File: config.mk
export PLATFORM = sky130hd
export DESIGN_NAME = bpa_scan_unit
export DESIGN_NICKNAME = d
export VERILOG_FILES = /design/src/rtl/bpa_pkg.sv /design/src/rtl/bpa_scan_unit.sv
export SDC_FILE = /design/constraint.sdc
export NUM_CORES = 1
export LEC_CHECK = 0
export ABC_AREA = 0
export BUFFER_PORTS_ARGS = -buffer_cell sky130_fd_sc_hd__buf_2
export CAP_MARGIN = 30
export CORE_AREA = 5 5 60 75
export DETAILED_ROUTE_END_ITERATION = 8
export DIE_AREA = 0 0 65 80
export GPL_TIMING_DRIVEN = 0
export PLACE_DENSITY = 0.85
export SYNTH_ARGS = -nofsm -noshare
export SYNTH_HDL_FRONTEND = slang
export SYNTH_SLANG_ARGS = --single-unit
export TNS_END_PERCENT = 100
File: constraint.sdc
create_clock -name vclk -period 3.9
set_clock_uncertainty 0.05 [all_clocks]
set_input_delay 0.39 -clock vclk [all_inputs]
set_output_delay 0.39 -clock vclk [all_outputs]
set_load 0.005 [all_outputs]
File: src/rtl/bpa_pkg.sv
`default_nettype none
package bpa_pkg;

  // page numbers and counts carry one bit more than a 16-bit page number
  localparam int PAGE_W        = 17;
  localparam int WORD_W        = 8;
  localparam int MAX_PAGES_DEF = 65536;
  localparam int PAGE_CAP      = 65536;

  // configuration register indexes
  localparam logic [1:0] CFG_TOTAL_PAGES   = 2'd0;
  localparam logic [1:0] CFG_BOOT_PAGES    = 2'd1;
  localparam logic [1:0] CFG_RESERVED_PAGE = 2'd2;

  typedef enum logic [1:0] {
    KIND_ALLOC = 2'd0,
    KIND_QUERY = 2'd1,
    KIND_INIT  = 2'd2,
    KIND_NOP   = 2'd3
  } kind_t;

  typedef enum logic [2:0] {
    ST_CLEAR,
    ST_IDLE,
    ST_QUERY,
    ST_BOOT,
    ST_ALLOC,
    ST_CHECK,
    ST_DONE
  } state_t;

  // verdict of the word scan unit on the word under the search pointer
  typedef struct packed {
    logic        found;    // free page below the limit in this word
    logic        advance;  // word holds nothing free, next word still below the limit
    logic [15:0] page;     // lowest free page of the word
    logic [2:0]  bit_idx;  // its bit in the word
  } scan_res_t;

endpackage
`default_nettype wire

File: src/rtl/bpa_scan_unit.sv
`default_nettype none
module bpa_scan_unit
  import bpa_pkg::*;
(
  input  wire logic [WORD_W-1:0] word,
  input  wire logic [PAGE_W-1:0] word_base,
  input  wire logic [15:0]       reserved_page,
  input  wire logic [PAGE_W-1:0] limit,
  output scan_res_t              res
);

  logic [WORD_W-1:0] free_mask;
  logic              any_free;
  logic [2:0]        low_bit;
  logic [PAGE_W-1:0] page_full;
  logic [PAGE_W-1:0] word_end;

  always_comb begin
    free_mask = ~word;
    // the reserved page never counts as free
    if (word_base[PAGE_W-1:3] == {1'b0, reserved_page[15:3]}) begin
      free_mask[reserved_page[2:0]] = 1'b0;
    end
  end

  // lowest set bit, highest index first so the lowest wins
  always_comb begin
    low_bit = 3'd0;
    for (int i = WORD_W - 1; i >= 0; i--) begin
      if (free_mask[i]) begin
        low_bit = 3'(i);
      end
    end
  end

  assign any_free  = |free_mask;
  assign page_full = word_base | {{(PAGE_W-3){1'b0}}, low_bit};
  assign word_end  = word_base + PAGE_W'(WORD_W);

  always_comb begin
    res.found   = any_free && (page_full < limit);
    res.advance = !any_free && (word_end < limit);
    res.page    = page_full[15:0];
    res.bit_idx = low_bit;
  end

endmodule
`default_nettype wire

## Yosys cells after proc, flatten, opt, wreduce, memory -nomap -nowiden

Index checks and enable logic that the tools add are counted.

- Bits in registers: 0
- Bits of input ports: 58
- Output and inout bits: 21

- Add/sub/neg operators: 1
- Magnitude comparators: 4
- Equality and inequality tests: 1
- Mux-type cells: 11
- Bitwise operators: 4
- Reductions and logical operators: 5

Operators by type and width:

| cell | number |
|---|---|
| 17-bit less-than comparator | 2 |
| 3-bit 2-to-1 mux | 8 |
| 17-bit by 4-bit adder with 17-bit output (second input constant) | 1 |
| 17-bit by 3-bit OR with 17-bit output | 1 |
| 8-bit inverter | 2 |
| 14-bit by 13-bit == test with 1-bit output | 1 |
| 8-bit AND | 1 |
| 8-bit 2-to-1 mux | 1 |
| 8-bit OR reduction | 1 |
| 3-bit by 4-bit less-than comparator with 1-bit output (second input constant) | 1 |
| 1-bit demux with 3-bit select | 1 |
| 3-bit by 1-bit >= comparator with 1-bit output (second input constant) | 1 |
| 1-bit logical AND | 3 |
| 1-bit logical NOT | 1 |
| 1-bit 2-to-1 mux | 1 |

## Logic depth before layout (Yosys ltp)

Gate-level depths: netlist (run 1).

- Word-level depth: 18
- Depth in mapped cells: 16

## Least setup slack after synthesis (run 1)

OpenSTA, ideal clock, no wires.

- Path type: input to output
- Start point: input port word_base[9]
- End point: output port res[20] (netlist bit)
- Data arrival time: 2.913 ns
- Path slack: 0.547 ns
- Stages on the path: 16
- Path buffers: 1
- Cells stage by stage: buf_6 -> xnor2_2 -> or2b_1 -> nor4_4 -> a31oi_1 -> o22ai_1 -> nand2_1 -> nor2_1 -> or2_1 -> ha_1 -> a21oi_1 -> o21bai_1 -> a21oi_1 -> o21ai_0 -> a41o_1 -> a41oi_2

RTL lines:

| item | line | RTL |
|---|---|---|
| start: declaration | bpa_scan_unit.sv:6 | `input wire logic [PAGE_W-1:0] word_base,` |
| end: declaration | bpa_scan_unit.sv:9 | `output scan_res_t res` |

==> summary.md, run 1 <==
| Metric | Value |
|---|---|
| Max-slew headroom | 66.04% |
| Status | finished clean |
| Post-synth cell types | 46 |
| Final RePlAce weighted congestion | 0.8298 |
| Syn Area/Cell | 7.329 µm² |
| Required time of the worst setup path | 3.46 ns |
| Fin Hold WS | 0.9846 ns |
| IO Pins | 79 |
| Peak VDD IR | 0.04174 mV |
| Ranking of synthesized cells by area | ha_1, xnor2_1, buf_4 |
| Die area | 5200 µm² |
| Max Clk Rate | 269.8 MHz |
| DP Worst Slack | -0.07940 ns |
| Die width | 65 µm |
| CP cell instances | clkbuf_4, xnor2_2, or2b_1, nor4_4, buf_4, a31oi_4, o21ai_2, nand2_1, nor2_2, or2_4, ha_4, a21oi_2, o21bai_1, a21oi_1, o21ai_1, a41o_1, a41oi_2, buf_2 |
| Placed Cells incl. Taps | 336 |
| Type of the tightest min-delay check | in -> out |
| WL/cell | 13.64 µm |
| Initial antenna violation count | 0 |
| TritonRoute pass-1 iters | 4 |
| Crit-path max FO | 8 |
| Worst setup margin | 0.1932 ns |
| CP Launch Type | input port |
| Fillers | 358 |
| CP endpoint kind | output port |
| WP data arrival | 3.27 ns |
| Antenna Cells | 0 |
| I/O Buffers | 78 |
| Seq cells | 0 |
| Total GRT Usage | 16.60% |
| Die Height | 80 µm |
| FP Rows | 25 |
| Finished Layout Cells | 338 |
| Synth Net Count | 309 |
| Sequential cell area | 0 µm² |
| Hold Path Origin | word_base[0] |
| First-pass GRT wire length | 7196 µm |
| Crit Path Category | in -> out |
| Final instance area | 2098 µm² |
| Setup TNS | 0 ns |
| Global route overflow | 0 |
| Core footprint | 3722 µm² |
| Min-Delay Endpoint | res[3] |
| Largest delay share family, worst path | compound AO/OA/AOI/OAI gates |
| P&R area growth vs syn | 31.32% |
| DP Area | 2038 µm² |
| Pwr dens | 101.1 nW/µm² |
| HPWL after DPL | 4026 µm |
| Final wirelength | 4611 µm |
| Bufs and invs on worst path | 3 |
| Final Slew Violations | 0 |
| Share of the synthesized area in the top cell type | 25.84% |
| Final period util | 95.05% |
| Initial DRC Count | 139 |
| Fin crit period | 3.707 ns |
| Worst path slowest cell | nor4_4 |
| Starting Density | 42.92% |
| Share of post-route cells with drive strength above 1 | 38.26% |
| Seq/Total Area, Yosys | 0% |
| Antenna Nets Post-Route | 0 |
| Syn Inst Count | 218 |
| # DRC | 0 |
| Maxcap violations | 0 |
| Worst-margin pin slew | 0.5052 ns |
| Finish-stage setup viols | 0 |
| CP peak stage delay | 0.35 ns |
| Vias | 1845 |
| Via density | 5.459 |
| Yosys warning count | 0 |
| Largest net degree at the start of global routing | 10 |
| CLK BUF | 0 |
| Leakage | 1.111 nW |
| Final net count | 391 |
| Fin. Hold Viols | 0 |
| Cell Area, Synth | 1598 µm² |
| Yosys top cell by area | ha_1 |
| Vias in the first global route | 1761 |
| Hold Path Depth | 3 |
cell families (layout without fill, tap and decap cells):
family,after synthesis,after routing,synth area share [%]
XOR/XNOR,25,25,16.05
multiplexers,2,2,1.253
buffers and inverters,38,118,12.45
AO/OA/AOI/OAI,44,44,18.40
AND/OR/NAND/NOR,76,76,26.00
adder cells (fa/ha/maj),33,33,25.84
metal layers:
| metal | track usage [%] | part of all wire [%] | vias to the layer above |
|---|---|---|---|
| met5 | 0 | 0 | - |
| met4 | 2.960 | 1.7 | 0 |
| met3 | 1.831 | 8.3 | 10 |
| met2 | 33.16 | 52 | 85 |
| met1 | 18.46 | 38 | 823 |
| li1 | - | - | 927 |
layout by cell type (no fill, tap or decap), types with 3 or more instances in the layout:
cell type | netlist | layout
ha_1 | 33 | 32
nor2_1 | 12 | 11
o21ai_0 | 4 | 3
nand2_1 | 22 | 22
nor3_1 | 4 | 4
o21ai_1 | 5 | 5
nor2b_1 | 3 | 3
a21oi_1 | 14 | 13
xnor2_1 | 16 | 16
inv_1 | 21 | 21
nand2b_1 | 3 | 3
a211oi_1 | 3 | 3
xnor2_2 | 5 | 5
xor2_1 | 4 | 4
buf_2 | 0 | 77
nand4_1 | 8 | 8
nand3_1 | 9 | 9
buf_4 | 13 | 16
a21o_1 | 4 | 4
worst max-delay path by stage:
stage,from,cells past startpoint,endpoint,slack (ns)
after floorplan,word_base[9],16,res[20],0.55
final,word_base[9],18,res[20],0.19
after global placement,word_base[15],17,res[20],-0.008
after detailed placement,word_base[12],17,res[20],-0.08
after CTS,word_base[9],19,res[20],0.04
after global routing,word_base[9],18,res[20],-0.02
cell usage after synthesis (2+ instances only):
cell / n
a21oi_1: 14
nand2_1: 22
nand4_2: 2
nor2_1: 12
nor3_1: 4
nor2b_1: 3
or2_1: 3
a21o_1: 4
nand3_1: 9
mux2i_1: 2
xnor2_1: 16
a211oi_1: 3
nand4_1: 8
xor2_1: 4
nand3b_1: 2
inv_1: 21
buf_4: 13
xnor2_2: 5
o21ai_1: 5
and3_1: 2
a31oi_1: 2
o21ai_0: 4
nand2b_1: 3
ha_1: 33
report_power, final:
group	internal [mW]	switching (mW)	leakage (nW)
clock	0	0	0
sequential	0	0	0
combinational	0.105	0.108	1.11
total	0.105	0.108	1.11
timing repair:
action / 4_1_cts / 5_1_grt
setup endpoints to repair: 1 / 1
gates cloned: 0 / 0
resized for setup: 0 / 10
hold endpoints to repair: 0 / 0
buffers inserted: 2 / 1
hold buffers: 0 / 0
pin swaps: 1 / 9
layout make-up:
class / instances / area [µm²] / share of cell area [%]
buffer: 14 / 101.3 / 4.830
inverter: 23 / 86.33 / 4.114
timing repair buffer: 81 / 415.4 / 19.80
multi-input combinational: 180 / 1445 / 68.87
tap: 40 / 50.05 / 2.385
per-stage QoR:
stage | util (%) | power, mW
final | 56.37 | 0.2122
after global routing | 56.37 | 0.2378
after CTS | 55.16 | 0.2077
after detailed placement | 54.76 | 0.2063
after global placement | 54.76 | 0.2000
after floorplan | - | 0.1241
tightest hold or removal path: stages:
cell and delay (ns):
buf_2 0.08, or2_1 0.08, buf_2 0.10
No activity file was read; power rests on OpenSTA's default activity.
==> run 2, diff against run 1 <==
- BUFFER_PORTS_ARGS: -buffer_cell sky130_fd_sc_hd__buf_2 -> not set
- DONT_BUFFER_PORTS: not set -> 1
- PLACE_DENSITY: 0.85 -> 0.67
==> run 2 against run 1 <==
Net effect:
- final cell count decreased by 23%
- sequential share of layout area unchanged
- via count decreased by 18%
- total power decreased by 30%
- core utilization decreased by 12 points
- critical endpoint unchanged
- first-iteration DRC count decreased by 20%
- hold slack got worse by 0.17 ns
- combinational power decreased by 30%
- non-clock buffer count decreased by 79
- global-route usage decreased by 1.6 points
==> summary.md, run 2 (synthesis results as in run 1) <==
| Metric | Value |
|---|---|
| Antenna Cells | 0 (unchanged) |
| Finish-stage setup viols | 0 (unchanged) |
| Die area | 5200 µm² (unchanged) |
| Sequential cell area | 0 µm² (unchanged) |
| WP data arrival | 3.21 ns (-0.06 ns) |
| Total GRT Usage | 15.04% (-1.6 points) |
| Final Core Density | 44.71% (-12 points) |
| DP Worst Slack | 0.1162 ns (+0.1956 ns) |
| Fin. Hold Viols | 0 (unchanged) |
| Crit Path Category | in -> out |
| Vias in the first global route | 1476 (-16%) |
| CP Launch Type | input port |
| CP endpoint kind | output port |
| RSZ-0062 raised after global routing | no |
| Worst-margin pin slew | 0.4630 ns (-0.04227 ns) |
| TritonRoute pass-1 iters | 4 (unchanged) |
| Leakage | 0.7910 nW (-29%) |
| Die Height | 80 µm (unchanged) |
| Max Clk Rate | 274.0 MHz (+1.6%) |
| Final period util | 93.58% (-1.5 points) |
| Seq cells | 0 (unchanged) |
| Type of the tightest min-delay check | in -> out |
| I/O Buffers | 0 (-100%) |
| Starting Density | 42.92% (unchanged) |
| Share of post-route cells with drive strength above 1 | 13.70% (-25 points) |
| Fin crit period | 3.649 ns (-0.05729 ns) |
| Die width | 65 µm (unchanged) |
| Crit-path max FO | 6 (-2) |
| Placed Cells incl. Taps | 258 (-23%) |
| Maxcap violations | 0 (unchanged) |
| Commonest non-fill, non-tap cells in the layout | ha_1, nand2_1, inv_1 |
| Hold Path Origin | word_base[8] |
| Commonest non-fill, non-tap cell in the layout | ha_1 |
| Max-slew headroom | 68.88% (+2.8 points) |
| Final net count | 312 (-20%) |
| Final Slew Violations | 0 (unchanged) |
| IO Pins | 79 (unchanged) |
| Worst setup margin | 0.2505 ns (+0.05729 ns) |
| Global route overflow | 0 (unchanged) |
| Antenna Nets Post-Route | 0 (unchanged) |
| Final RePlAce weighted congestion | 0.8177 (-1.5%) |
| HPWL after DPL | 3624 µm (-10%) |
| Initial antenna violation count | 0 (unchanged) |
| # hold bufs at CTS | 0 (unchanged) |
| CLK BUF | 0 (unchanged) |
| Final wirelength | 4040 µm (-12%) |
| Peak VDD IR | 0.03751 mV (-10%) |
| Largest net degree at the start of global routing | 10 (unchanged) |
| Setup TNS | 0 ns (unchanged) |
| Finished Layout Cells | 259 (-23%) |
| WL/cell | 15.60 µm (+14%) |
| FP Rows | 25 (unchanged) |
| Core footprint | 3722 µm² (unchanged) |
| Min-Delay Endpoint | res[11] |
| Initial DRC Count | 111 (-20%) |
| Vias | 1507 (-18%) |
| P&R area growth vs syn | 4.151% |
| Hold Path Depth | 1 (-2) |
| Status | finished clean |
| Pwr dens | 89.76 nW/µm² (-11%) |
| Required time of the worst setup path | 3.46 ns (about the same) |
| First-pass GRT wire length | 6423 µm (-11%) |
| # DRC | 0 (unchanged) |
| Via density | 5.819 (+6.6%) |
## run 2: where the power goes
part | internal (mW) | leakage [nW] | total, mW | switching, mW
clock network | 0 | 0 | 0 | 0
registers | 0 | 0 | 0 | 0
logic | 0.0758 | 0.791 | 0.149 | 0.0736
## run 2: worst max path at each step
stage	cells past startpoint	startpoint	slack, ns	to
2_1_floorplan	16	word_base[9]	0.55	res[20]
3_3_place_gp	15	reserved_page[5]	0.11	res[20]
3_5_place_dp	15	reserved_page[5]	0.12	res[20]
4_1_cts	15	reserved_page[5]	0.11	res[20]
5_1_grt	17	word_base[9]	0.008	res[20]
6_report	17	word_base[9]	0.25	res[20]
## run 2: timing repair
| action | CTS | global route |
|---|---|---|
| gates resized for setup | 0 | 2 |
| buffers inserted | 0 | 1 |
| endpoints found under the setup margin | 0 | 1 |
## run 2: final cells by class
type,count,area [µm²]
fill,398,2058
multi-input combinational,180,1408
buffer,15,112.6
inverter,23,86.33
tap,40,50.05
timing repair buffer,1,7.507
## run 2: per-stage QoR
| step | area, µm² | total power, mW | hold WS, ns |
|---|---|---|---|
| global placement | 1648 | 0.1477 | 0.8142 |
| CTS | 1648 | 0.1510 | 0.8138 |
| finish | 1664 | 0.1494 | 0.8125 |
| floorplan | 1598 | 0.1241 | 0.8108 |
| detailed placement | 1648 | 0.1497 | 0.8138 |
| global route | 1664 | 0.1713 | 0.8149 |
## run 2: critical path, cell delays in order
cell      delay [ns]
buf_6           0.11
xnor2_2         0.13
or2b_1          0.27
nor4_4          0.26
buf_4           0.20
a31oi_1         0.09
o21ai_1         0.25
nand2_1         0.09
nor2_2          0.16
or2_1           0.17
ha_1            0.25
a21oi_1         0.15
o21bai_1        0.07
a21oi_1         0.11
o21ai_0         0.09
a41o_1          0.24
a41oi_2         0.16
## run 2: routing by layer
metal	wire, µm	global-route usage (%)	vias to the layer above
met5	0	0	-
met4	30	1.057	0
met3	455	3.803	2
met2	2022	28.66	61
met1	1532	17.22	673
li1	-	-	771
